<file path="config.mk">
export PLATFORM = sky130hd
export DESIGN_NAME = multi_pool_block_allocator_top_flat
export DESIGN_NICKNAME = d
export VERILOG_FILES = /design/src/rtl/core/mpba_pkg.sv /design/src/rtl/core/mpba_req_if.sv /design/src/rtl/core/mpba_rsp_if.sv /design/src/rtl/core/mpba_link_store.sv /design/src/rtl/core/multi_pool_block_allocator_top.sv /design/src/flat_wrapper.sv
export SDC_FILE = /design/constraint.sdc
export NUM_CORES = 1
export LEC_CHECK = 0
export BUFFER_PORTS_ARGS = -buffer_cell sky130_fd_sc_hd__buf_2
export CAP_MARGIN = 0
export CORE_AREA = 2 2 169 336
export CTS_BUF_LIST = sky130_fd_sc_hd__clkbuf_16
export DETAILED_ROUTE_END_ITERATION = 6
export DIE_AREA = 0 0 171 338
export PLACE_DENSITY = 0.56
export SLEW_MARGIN = 15
export SYNTH_ARGS = -nofsm -noshare
export SYNTH_HDL_FRONTEND = slang
export SYNTH_SLANG_ARGS = --single-unit
</file>
<file path="constraint.sdc">
create_clock -name clk_i -period 4 [get_ports clk_i]
set_input_delay 1.2 -clock clk_i [delete_from_list [all_inputs] [get_ports clk_i]]
set_output_delay 1.2 -clock clk_i [all_outputs]
set_load 0.03 [all_outputs]
</file>
<file path="src/rtl/core/mpba_pkg.sv">
// shared constants, codes and types of the multi-pool block allocator
package mpba_pkg;

  localparam int unsigned PoolCount     = 4;
  localparam int unsigned BlocksPerPool = 16;
  localparam int unsigned SizeRegs      = 4;

  localparam int unsigned SizeW    = 16;
  localparam int unsigned PiuW     = 3;
  localparam int unsigned FPoolW   = 2;
  localparam int unsigned FBlockW  = 4;
  localparam int unsigned CfgIdxW  = 3;
  localparam int unsigned CfgDataW = 16;

  localparam int unsigned PoolW    = $clog2(PoolCount);
  localparam int unsigned PoolIdxW = $clog2(PoolCount + 1);
  localparam int unsigned BlkW     = $clog2(BlocksPerPool);
  localparam int unsigned LinkW    = $clog2(BlocksPerPool + 1);
  localparam int unsigned SizeSelW = $clog2(SizeRegs);
  localparam int unsigned TotalBlk = PoolCount * BlocksPerPool;
  localparam int unsigned AddrW    = $clog2(TotalBlk);

  localparam logic [LinkW-1:0] NullLink = LinkW'(BlocksPerPool);

  // transaction modes
  localparam logic ModeAlloc = 1'b0;
  localparam logic ModeFree  = 1'b1;

  // register indexes
  localparam logic [CfgIdxW-1:0] RegSizeA     = 3'd0;
  localparam logic [CfgIdxW-1:0] RegSizeB     = 3'd1;
  localparam logic [CfgIdxW-1:0] RegSizeC     = 3'd2;
  localparam logic [CfgIdxW-1:0] RegSizeD     = 3'd3;
  localparam logic [CfgIdxW-1:0] RegPoolsUsed = 3'd4;

  typedef struct packed {
    logic             en;
    logic [AddrW-1:0] addr;
    logic [LinkW-1:0] data;
  } link_wr_t;

endpackage

</file>
<file path="src/rtl/core/mpba_req_if.sv">
// request channel of the allocator
interface mpba_req_if import mpba_pkg::*; ();
  logic               valid;
  logic               ready;
  logic               mode;
  logic [SizeW-1:0]   request_size;
  logic [FPoolW-1:0]  free_pool;
  logic [FBlockW-1:0] free_block;

  modport source (output valid, mode, request_size, free_pool, free_block, input ready);
  modport sink   (input valid, mode, request_size, free_pool, free_block, output ready);
endinterface

</file>
<file path="src/rtl/core/mpba_rsp_if.sv">
// response channel of the allocator
interface mpba_rsp_if import mpba_pkg::*; ();
  logic               valid;
  logic               ready;
  logic               granted;
  logic [FPoolW-1:0]  given_pool;
  logic [FBlockW-1:0] given_block;

  modport source (output valid, granted, given_pool, given_block, input ready);
  modport sink   (input valid, granted, given_pool, given_block, output ready);
endinterface

</file>
<file path="src/rtl/core/mpba_link_store.sv">
// next-link memory of all free lists with per-entry valid bits for the reset chain
module mpba_link_store import mpba_pkg::*; (
  input  logic             clk_i,
  input  logic             rst_ni,
  input  link_wr_t         wr_i,
  input  logic             rd_en_i,
  input  logic [AddrW-1:0] rd_addr_i,
  output logic [LinkW-1:0] rd_link_o
);

  logic [LinkW-1:0] mem [TotalBlk];
  logic [TotalBlk-1:0] valid_q;
  logic [LinkW-1:0] rd_data_q;
  logic             rd_valid_q;
  logic [BlkW-1:0]  rd_blk_q;

  always_ff @(posedge clk_i) begin
    if (wr_i.en) begin
      mem[wr_i.addr] <= wr_i.data;
    end
    if (rd_en_i) begin
      rd_data_q <= mem[rd_addr_i];
      rd_blk_q  <= rd_addr_i[BlkW-1:0];
    end
  end

  always_ff @(posedge clk_i or negedge rst_ni) begin
    if (!rst_ni) begin
      valid_q    <= '0;
      rd_valid_q <= 1'b0;
    end else begin
      if (wr_i.en) begin
        valid_q[wr_i.addr] <= 1'b1;
      end
      if (rd_en_i) begin
        rd_valid_q <= valid_q[rd_addr_i];
      end
    end
  end

  // unwritten entry links to the following block, the last one to null
  assign rd_link_o = rd_valid_q ? rd_data_q
                                : LinkW'({1'b0, rd_blk_q}) + LinkW'(1);

endmodule

</file>
<file path="src/rtl/core/multi_pool_block_allocator_top.sv">
// top level of the multi-pool fixed-block allocator
// A free transaction is taken, pushed onto its pool's list in StFree and answered
// from StDone, after which the request side is ready again.
// An allocate transaction tests one pool per cycle with a single size comparator,
// then reads the popped block's link from the link memory in StRead, and the request
// side is ready again once the response is loaded in StDone.
// When none fits, every searched pool is tested and a final StSearch step closes the
// search; the pools searched are pools_in_use saturated at 4. A waiting response is
// held in the output register; the block stalls only when a new response is due before
// the previous one is taken. No work is needed after reset.
module multi_pool_block_allocator_top import mpba_pkg::*; (
  input  logic                clk_i,
  input  logic                rst_ni,
  input  logic                cfg_we_i,
  input  logic [CfgIdxW-1:0]  cfg_index_i,
  input  logic [CfgDataW-1:0] cfg_data_i,
  mpba_req_if.sink            req_i,
  mpba_rsp_if.source          rsp_o
);

  localparam logic [2:0] StIdle   = 3'd0;
  localparam logic [2:0] StSearch = 3'd1;
  localparam logic [2:0] StRead   = 3'd2;
  localparam logic [2:0] StFree   = 3'd3;
  localparam logic [2:0] StDone   = 3'd4;

  logic [2:0] state_q, state_d;

  logic [SizeW-1:0] size_reg_q [SizeRegs];
  logic [PiuW-1:0]  pools_in_use_q;

  logic [LinkW-1:0] list_head_q [PoolCount];

  logic               mode_q;
  logic [SizeW-1:0]   req_size_q;
  logic [FPoolW-1:0]  fpool_q;
  logic [FBlockW-1:0] fblock_q;

  logic [PoolIdxW-1:0] pool_q, pool_d;
  logic [BlkW-1:0]     blk_q, blk_d;
  logic                res_granted_q, res_granted_d;

  logic               out_valid_q, out_valid_d;
  logic               out_granted_q;
  logic [FPoolW-1:0]  out_pool_q;
  logic [FBlockW-1:0] out_block_q;

  logic                req_accept;
  logic [PoolIdxW-1:0] pools_searched;
  logic [SizeW-1:0]    cur_size;
  logic [LinkW-1:0]    cur_head;
  logic                size_fits;
  logic                pool_hit;
  logic                search_end;
  logic                free_ok;
  logic                out_load;
  link_wr_t            link_wr;
  logic                link_rd_en;
  logic [AddrW-1:0]    link_rd_addr;
  logic [LinkW-1:0]    link_rd;

  assign req_accept = req_i.valid && req_i.ready;
  assign req_i.ready = (state_q == StIdle);

  assign pools_searched = (pools_in_use_q > PiuW'(PoolCount)) ? PoolIdxW'(PoolCount)
                                                              : PoolIdxW'(pools_in_use_q);

  // shared compare unit: one pool per cycle
  assign cur_size  = (pool_q < PoolIdxW'(SizeRegs)) ? size_reg_q[pool_q[SizeSelW-1:0]] : '0;
  assign cur_head  = list_head_q[pool_q[PoolW-1:0]];
  assign size_fits = (cur_size >= req_size_q);
  assign search_end = (pool_q >= pools_searched);
  assign pool_hit  = !search_end && size_fits && (cur_head < NullLink);

  assign free_ok = (PoolIdxW'(fpool_q) < PoolIdxW'(PoolCount))
                && (LinkW'(fblock_q) < NullLink);

  assign link_rd_en   = (state_q == StSearch) && pool_hit;
  assign link_rd_addr = {pool_q[PoolW-1:0], cur_head[BlkW-1:0]};

  always_comb begin
    link_wr.en   = (state_q == StFree) && free_ok;
    link_wr.addr = {fpool_q[PoolW-1:0], fblock_q[BlkW-1:0]};
    link_wr.data = list_head_q[fpool_q[PoolW-1:0]];
  end

  mpba_link_store u_link_store (
    .clk_i     (clk_i),
    .rst_ni    (rst_ni),
    .wr_i      (link_wr),
    .rd_en_i   (link_rd_en),
    .rd_addr_i (link_rd_addr),
    .rd_link_o (link_rd)
  );

  assign out_load = (state_q == StDone) && (!out_valid_q || rsp_o.ready);

  always_comb begin
    state_d       = state_q;
    pool_d        = pool_q;
    blk_d         = blk_q;
    res_granted_d = res_granted_q;
    case (state_q)
      StIdle: begin
        if (req_accept) begin
          pool_d        = '0;
          blk_d         = '0;
          res_granted_d = 1'b0;
          state_d       = (req_i.mode == ModeFree) ? StFree : StSearch;
        end
      end
      StSearch: begin
        if (search_end) begin
          pool_d  = '0;
          state_d = StDone;
        end else if (pool_hit) begin
          blk_d   = cur_head[BlkW-1:0];
          state_d = StRead;
        end else begin
          pool_d = pool_q + PoolIdxW'(1);
        end
      end
      StRead: begin
        res_granted_d = 1'b1;
        state_d       = StDone;
      end
      StFree: begin
        res_granted_d = free_ok;
        state_d       = StDone;
      end
      StDone: begin
        if (out_load) begin
          state_d = StIdle;
        end
      end
      default: state_d = StIdle;
    endcase
  end

  always_comb begin
    out_valid_d = out_valid_q;
    if (out_load) begin
      out_valid_d = 1'b1;
    end else if (rsp_o.ready) begin
      out_valid_d = 1'b0;
    end
  end

  always_ff @(posedge clk_i or negedge rst_ni) begin
    if (!rst_ni) begin
      state_q        <= StIdle;
      out_valid_q    <= 1'b0;
      size_reg_q[0]  <= 16'd16;
      size_reg_q[1]  <= 16'd32;
      size_reg_q[2]  <= 16'd64;
      size_reg_q[3]  <= 16'd128;
      pools_in_use_q <= 3'd4;
      for (int p = 0; p < PoolCount; p++) begin
        list_head_q[p] <= '0;
      end
    end else begin
      state_q     <= state_d;
      out_valid_q <= out_valid_d;
      if (cfg_we_i) begin
        case (cfg_index_i)
          RegSizeA:     size_reg_q[0] <= cfg_data_i;
          RegSizeB:     size_reg_q[1] <= cfg_data_i;
          RegSizeC:     size_reg_q[2] <= cfg_data_i;
          RegSizeD:     size_reg_q[3] <= cfg_data_i;
          RegPoolsUsed: pools_in_use_q <= cfg_data_i[PiuW-1:0];
          default: ;
        endcase
      end
      if (link_wr.en) begin
        list_head_q[fpool_q[PoolW-1:0]] <= LinkW'(fblock_q);
      end
      if (state_q == StRead) begin
        list_head_q[pool_q[PoolW-1:0]] <= link_rd;
      end
    end
  end

  always_ff @(posedge clk_i) begin
    if (req_accept) begin
      mode_q     <= req_i.mode;
      req_size_q <= req_i.request_size;
      fpool_q    <= req_i.free_pool;
      fblock_q   <= req_i.free_block;
    end
    pool_q        <= pool_d;
    blk_q         <= blk_d;
    res_granted_q <= res_granted_d;
    if (out_load) begin
      out_granted_q <= res_granted_q;
      out_pool_q    <= (mode_q == ModeAlloc && res_granted_q) ? FPoolW'(pool_q) : '0;
      out_block_q   <= (mode_q == ModeAlloc && res_granted_q) ? FBlockW'(blk_q) : '0;
    end
  end

  assign rsp_o.valid       = out_valid_q;
  assign rsp_o.granted     = out_granted_q;
  assign rsp_o.given_pool  = out_pool_q;
  assign rsp_o.given_block = out_block_q;

  ap_accept_leaves_idle: assert property (@(posedge clk_i) disable iff (!rst_ni)
    req_accept |=> (state_q == StSearch || state_q == StFree))
    else $error("accepted transaction did not start work");

  ap_read_in_range: assert property (@(posedge clk_i) disable iff (!rst_ni)
    (state_q == StRead) |-> (pool_q < pools_searched && $past(link_rd_en)))
    else $error("link read without a matching pool hit");

  ap_fail_is_zero: assert property (@(posedge clk_i) disable iff (!rst_ni)
    (rsp_o.valid && !rsp_o.granted) |-> (rsp_o.given_pool == '0 && rsp_o.given_block == '0))
    else $error("failed response carries a block");

  ap_no_drop: assert property (@(posedge clk_i) disable iff (!rst_ni)
    (state_q == StDone && out_valid_q && !rsp_o.ready) |=> (state_q == StDone))
    else $error("response dropped while output stalled");

endmodule
</file>
<file path="src/flat_wrapper.sv">
// flat-port wrapper written by rule: the top's interface ports become plain ports
module multi_pool_block_allocator_top_flat import mpba_pkg::*;
  (clk_i, rst_ni, cfg_we_i, cfg_index_i, cfg_data_i, req_i_valid, req_i_mode, req_i_request_size, req_i_free_pool, req_i_free_block, req_i_ready, rsp_o_valid, rsp_o_granted, rsp_o_given_pool, rsp_o_given_block, rsp_o_ready);
  mpba_req_if req_i_i ();
  mpba_rsp_if rsp_o_i ();
  input  logic clk_i;
  input  logic rst_ni;
  input  logic cfg_we_i;
  input  logic [CfgIdxW-1:0] cfg_index_i;
  input  logic [CfgDataW-1:0] cfg_data_i;
  input wire logic [$bits(req_i_i.valid)-1:0] req_i_valid;
  input wire logic [$bits(req_i_i.mode)-1:0] req_i_mode;
  input wire logic [$bits(req_i_i.request_size)-1:0] req_i_request_size;
  input wire logic [$bits(req_i_i.free_pool)-1:0] req_i_free_pool;
  input wire logic [$bits(req_i_i.free_block)-1:0] req_i_free_block;
  output wire logic [$bits(req_i_i.ready)-1:0] req_i_ready;
  output wire logic [$bits(rsp_o_i.valid)-1:0] rsp_o_valid;
  output wire logic [$bits(rsp_o_i.granted)-1:0] rsp_o_granted;
  output wire logic [$bits(rsp_o_i.given_pool)-1:0] rsp_o_given_pool;
  output wire logic [$bits(rsp_o_i.given_block)-1:0] rsp_o_given_block;
  input wire logic [$bits(rsp_o_i.ready)-1:0] rsp_o_ready;
  assign req_i_i.valid = req_i_valid;
  assign req_i_i.mode = req_i_mode;
  assign req_i_i.request_size = req_i_request_size;
  assign req_i_i.free_pool = req_i_free_pool;
  assign req_i_i.free_block = req_i_free_block;
  assign req_i_ready = req_i_i.ready;
  assign rsp_o_valid = rsp_o_i.valid;
  assign rsp_o_granted = rsp_o_i.granted;
  assign rsp_o_given_pool = rsp_o_i.given_pool;
  assign rsp_o_given_block = rsp_o_i.given_block;
  assign rsp_o_i.ready = rsp_o_ready;
  multi_pool_block_allocator_top u_core (.clk_i(clk_i), .rst_ni(rst_ni), .cfg_we_i(cfg_we_i), .cfg_index_i(cfg_index_i), .cfg_data_i(cfg_data_i), .req_i(req_i_i), .rsp_o(rsp_o_i));
endmodule
</file>
# Yosys cells after proc, flatten, opt, wreduce, memory -nomap -nowiden
# Memories as Yosys holds them, arrays and structs flattened. A register that Yosys moved wholly into a read port is not among the register bits.
# Cells that the tools add are included.
# classes
n_addsub	2
mul	0
div	0
magnitude_cmp	12
n_eq_ne	14
shifts	0
n_mux	44
bitwise_logic	4
n_reduce_logical	27
# op_table
cell	n
bitwise OR 64 bit	1
2-to-1 mux 16 bit	3
bitwise mux 20 bit	2
2-to-1 mux 20 bit	2
2-to-1 mux 5 bit	7
binary-select mux 16 bit (select 2 bit)	1
2-to-1 mux 3 bit	8
binary-select mux 5 bit (select 2 bit)	2
demux 5 bit (select 2 bit)	2
>= comparator 16 bit	1
< comparator 6 x 7 -> 1 bit, second input constant	2
== test 3 x 2 -> 1 bit, second input constant	4
2-to-1 mux 4 bit	3
one-hot mux 3 bit (4 select lines)	1
AND reduction 2 bit	6
logical AND 1 bit	9
one-hot mux 4 bit (2 select lines)	1
2-to-1 mux 1 bit	7
binary-select mux 1 bit (select 6 bit)	1
demux 1 bit (select 6 bit)	1
== test 3 x 1 -> 1 bit, second input constant	2
== test 3 bit, second input constant	2
>= comparator 3 bit, second input constant	2
>= comparator 6 x 1 -> 1 bit, second input constant	1
23 further kinds	32
# totals
register_bits	198
latchBits	0
ramBits	320
romBits	0
input_bits	47
out_inout_bits	9
word_cells	128
memories	1
# memory_table
memory	depth	word_bits	read_ports	rd_clocked_by_memory_dff	write_ports	line_no	text
u_core.u_link_store.mem	64	5	1	1	1	mpba_link_store.sv:11	logic [LinkW-1:0] mem [TotalBlk];

# Logic depth before layout (Yosys ltp)
# logic_depth
depth_word	11
depth_mapped	13
ltp_nobuf	10

# By module
# From an unflattened synthesis, not the netlist that was laid out.
# unflattened
hier_cells	1282
hier_area_um2	21792.2
# by_module_without_submodules
mod	n_inst	cells_each	area_per_inst_um2	seq_area_each_um2
mpba_link_store	1	835	15533.6	11506.0
multi_pool_block_allocator_top	1	447	6258.5	3424.5

# Worst setup path before layout
# No wires, ideal clock.
# synth_timing
kind	reg2reg
startpoint	register u_core.pool_q[0]
endpoint	register u_core.blk_q[0], enable pin
setup_ps	301
arrival_time_ps	3986
required_ps	3699
slack_ps	-287
stages_incl_launch_ff	13
path_buffers	3
synth_period_minus_slack_ps	4287
path_cell_list	edfxtp_1 -> buf_4 -> buf_2 -> clkbuf_1 -> mux4_2 -> nor2b_1 -> ha_1 -> o211ai_1 -> nor3_1 -> o21a_1 -> a311oi_1 -> a211oi_1 -> or2_2
# synth_between
elab_chain_len	10
elab_cells_between_ends	18
classes_between	order compare: 4; eq/ne: 2; mux: 7; bitwise: 1; reduce/logical: 4
# synth_lines
item	line_no	text
start: declaration	multi_pool_block_allocator_top.sv:39	logic [PoolIdxW-1:0] pool_q, pool_d;
start signal: assignment	multi_pool_block_allocator_top.sv:190	pool_q <= pool_d;
inverter 2 -> 3 bit (implied by the code)	multi_pool_block_allocator_top.sv:69, multi_pool_block_allocator_top.sv:70	
binary-select mux 16 bit (select 2 bit)	multi_pool_block_allocator_top.sv:69	assign cur_size = (pool_q < PoolIdxW'(SizeRegs)) ? size_reg_q[pool_q[SizeSelW-1:0]] : '0;
2-to-1 mux 16 bit (implied by the code) (2 in a row)	multi_pool_block_allocator_top.sv:69	
2-to-1 mux 16 bit	multi_pool_block_allocator_top.sv:69	
>= comparator 16 bit	multi_pool_block_allocator_top.sv:71	assign size_fits = (cur_size >= req_size_q);
logical AND 1 bit (2 in a row)	multi_pool_block_allocator_top.sv:73	assign pool_hit = !search_end && size_fits && (cur_head < NullLink);
inequality test 2 x 1 -> 1 bit (no line)	--	
AND reduction 4 bit (no line) (*)	--	
end signal: assignment	multi_pool_block_allocator_top.sv:191	blk_q <= blk_d;
end: declaration	multi_pool_block_allocator_top.sv:40	logic [BlkW-1:0] blk_q, blk_d;
# Mark *: on every way between the ends. The rest lies on a longest branch, timed or not. The select of a mux whose other input is x is not followed.
# A chain may end at the register's enable or synchronous reset.

# Worst setup path after layout
# layout_timing
startpoint	register u_core.pool_q[0]
endpoint	register u_core.u_link_store.rd_data_q[3], read port of u_core.u_link_store.mem, data pin
# layout_between
elab_chain_len	9
elab_cells_between_ends	16
classes_between	order compare: 4; mux: 7; bitwise: 1; reduce/logical: 4
# layout_lines
item	line_no	text
inverter 2 -> 3 bit (implied by the code)	multi_pool_block_allocator_top.sv:69, multi_pool_block_allocator_top.sv:70	
binary-select mux 16 bit (select 2 bit)	multi_pool_block_allocator_top.sv:69	
2-to-1 mux 16 bit (implied by the code) (2 in a row)	multi_pool_block_allocator_top.sv:69	
2-to-1 mux 16 bit	multi_pool_block_allocator_top.sv:69	
>= comparator 16 bit	multi_pool_block_allocator_top.sv:71	
logical AND 1 bit (2 in a row)	multi_pool_block_allocator_top.sv:73	
logical AND 1 bit	multi_pool_block_allocator_top.sv:78	assign link_rd_en = (state_q == StSearch) && pool_hit;
end: declaration	mpba_link_store.sv:13	logic [LinkW-1:0] rd_data_q;
# Several ways; a longest one is shown, not always the timed one. The select of a mux whose other input is x is not followed.

==> results by group <==
Synthesis
  – Cell taking the most area after synthesis: edfxtp_1
  – Synthesized instance count: 1266
  – Count leader, synth: edfxtp_1
  – Top post-synthesis cells by count: edfxtp_1 (367), dfrtp_1 (151), mux4_2 (117), nor2_1 (96), mux2_2 (77)
  – Post-synth top area share: 50.5%
  – Post-synthesis sequential area ratio: 68.4%
  – Distinct cells, synth: 45
  – Post-synthesis register bit count: 523
  – Mapped cell area: 21800 um^2
  – Syn_nets: 1337
  – Post-synth EDFFs: 367
  – Prevailing post-synth register cell: edfxtp_1
  – Synth warn: 0
  – Synth area leaders: edfxtp_1 (50%), dfrtp_1 (17%), mux4_2 (12%)
  – Asr flop ratio synth: 29.8%
  – Syn Area/Cell: 17.2 um^2

Detailed routing
  – DRT Pass-1 Iters: 5
  – Post-route DRC: 0
  – DR vias: 11193
  – Final WL: 52700 um
  – DR iter-0 viols: 633
  – Final ANT Viol Nets: 0
  – Vias/cell: 5.25
  – Drt wl/cell: 24.7 um

GRT
  – Largest net degree at the start of global routing: 67
  – Global Route Usage Sum: 18.7%
  – First-pass GRT wire length: 77900 um
  – Number of global-route vias before repair: 12231
  – Initial antenna violation count: 0
  – GRT overflow: 0

Timing
  – Worst-Margin Slew: 1000 ps
  – Max Clock Freq: 0.280 GHz
  – Final setup vio count: 0
  – Crit share post-route: 89.2%
  – Fin. Hold Viols: 0
  – Layout Skew: 14.7 ps
  – RSZ-0062 raised after global routing: false
  – Relative slew slack: 33.2%
  – Worst setup margin: 432 ps
  – Fin. max-slew vios: 0
  – Setup TNS Final: 0 ps
  – Clock period minus worst slack: 3570 ps

Setup path
  – Crit path arrival time: 3880 ps
  – Worst EP required: 4310 ps
  – Crit-path slowest cell: mux4_4
  – Critical Path End Type: flip-flop
  – Largest delay share family, worst path: multiplexers
  – Crit path cell chain: buf_4, mux4_4, buf_12, mux4_2, mux2i_1, mux4_2, mux2i_1
  – Crit Path Max Fanout: 48
  – Startpoint Class: flip-flop
  – Buf+Inv Stages, Crit Path: 2
  – Crit Path Category: reg2reg
  – CP peak stage delay: 770 ps

Floorplan
  – Site Rows: 122
  – Die width: 171 um
  – Initial Util: 39.5%
  – Die Height: 338 um
  – I/O pin count: 56
  – Die area: 57800 um^2
  – Area of the core: 55300 um^2

Final layout
  – Multi-input gate area: 6490 um^2
  – Final Net Count: 1423
  – FILL cells: 4861
  – ANT cells: 0
  – Reg area: 14900 um^2
  – Layout cells sized above 1: 30.9%
  – Layout area overhead: 12.5%

Clock network
  – Clk_lat worst skew: 580 ps
  – Hold Buf Count CTS: 0
  – Clock Pin Slew Worst Setup and Hold Paths: 70 ps
  – CTS buffer count: 46
  – # clock sinks: 523
  – Post-cts resize count: 0
  – Setup bufs post-CTS: 0
  – CTS tree: done
  – Htree depth: 2
  – Clock root buffer: clkbuf_16
  – CTS max path bufs: 3

Pwr
  – Worst VDD drop: 459 uV
  – Switching Share: 34.7%
  – Combinational power share: 40.9%
  – Pwr Density: 800 nW/um^2
  – Power Internal: 12.8 mW
  – Pleak: 9.17 nW
  – Reg power frac: 37.5%
  – Switching pwr: 6.82 mW
  – Power, Total: 19.6 mW
  – Clock share of power: 21.7%

Place
  – Pre-CTS setup slack: 463 ps
  – I/O Buffers: 55
  – Final HPWL DP: 36800 um
  – Final RePlAce weighted congestion: 0.802

Run status
  – Status: complete, no violations

Worst hold path
  – Path type of the worst min-delay path: reg2reg

Run
  – Max Cap Viol: 0
-- state kept, by name, indices dropped and copies added (netlist names), 2 cells and up --
register / cells
u_core.u_link_store.mem: 320
u_core.size_reg_q: 64
u_core.u_link_store.valid_q: 64
u_core.list_head_q: 20
u_core.req_size_q: 16
u_core.u_link_store.rd_data_q: 5
u_core.blk_q: 4
u_core.fblock_q: 4
u_core.rsp_o.given_block: 4
u_core.u_link_store.rd_blk_q: 4
u_core.pool_q: 3
u_core.pools_in_use_q: 3
u_core.state_q: 3
u_core.fpool_q: 2
u_core.rsp_o.given_pool: 2
-- cell usage in the layout, fill, tap and decap left out, drive strengths merged, types with 49 or more instances in the layout --
master and count:
edfxtp 367, mux4 117, buf 100, mux2i 76, mux2 77, dfrtp 151, or2 66, nor2 96
nand2 54, clkbuf 49
-- stage by stage --
stage / hold slack [ps] / util, % / cells / area, um^2
2_1_floorplan: 418 / - / 1266 / 21800
3_3_place_gp: 437 / 41.9 / 2048 / 23100
3_5_place_dp: 452 / 41.9 / 2048 / 23100
4_1_cts: 468 / 44.4 / 2134 / 24500
5_1_grt: 476 / 44.4 / 2134 / 24500
6_report: 465 / 44.4 / 2134 / 24500
-- worst reg2reg max path, delay by kind of cell (launching register included) --
family	cells	cell delay [ps]
multiplexers	5	2320
buffers and inverters	2	630
flip-flops	1	350
-- area by class of cell --
cell class / instances / area share, %
flip-flops and latches: 523 / 60.8
multi-input cells: 657 / 26.4
clock buffers: 49 / 5.00
well taps: 744 / 3.79
repair buffers: 100 / 2.83
clock inverters: 37 / 0.754
inverters: 24 / 0.367
-- layer usage --
| metal | up-vias | track usage [%] | share of wire [%] |
|---|---|---|---|
| li1 | 5007 | - | - |
| met1 | 5799 | 18.5 | 33 |
| met2 | 272 | 37.1 | 58 |
| met3 | 115 | 2.28 | 3.6 |
| met4 | 0 | 9.92 | 5.5 |
| met5 | - | 0 | 0 |
-- path summary, 6_finish.rpt --
kind                                                  from                          endpoint  slack [ps]  cells past startpoint
min in group asynchronous                           rst_ni             u_core.size_reg_q[24]         620                      1
min reg2reg                u_core.u_link_store.valid_q[14]   u_core.u_link_store.valid_q[14]         460                      1
min                        u_core.u_link_store.valid_q[14]   u_core.u_link_store.valid_q[14]         460                      1
max reg2reg                               u_core.pool_q[0]  u_core.u_link_store.rd_data_q[3]         430                      7
max in group asynchronous                           rst_ni             u_core.size_reg_q[52]        2490                      2
max                                       u_core.pool_q[0]  u_core.u_link_store.rd_data_q[3]         430                      7
-- power groups by stage --
stage	registers (mW)	logic [mW]	clock network, mW
2_1_floorplan	7.31	5.53	0
3_3_place_gp	7.45	8.12	0
3_5_place_dp	7.47	8.23	0
4_1_cts	7.35	8.24	4.36
5_1_grt	7.41	8.60	4.55
6_report	7.35	8.02	4.26
-- kinds of logic after synthesis --
group / after synthesis / synth area share, %
buffers and inverters: 86 / 1.99
muxes: 270 / 19.5
adders and majority gates: 24 / 1.38
xor gates and xnor gates: 3 / 0.120
and+or+nand+nor: 289 / 6.52
AOI/OAI and AO/OA: 71 / 2.06
DFF: 523 / 68.4
Power figures use the tool's default switching activity.
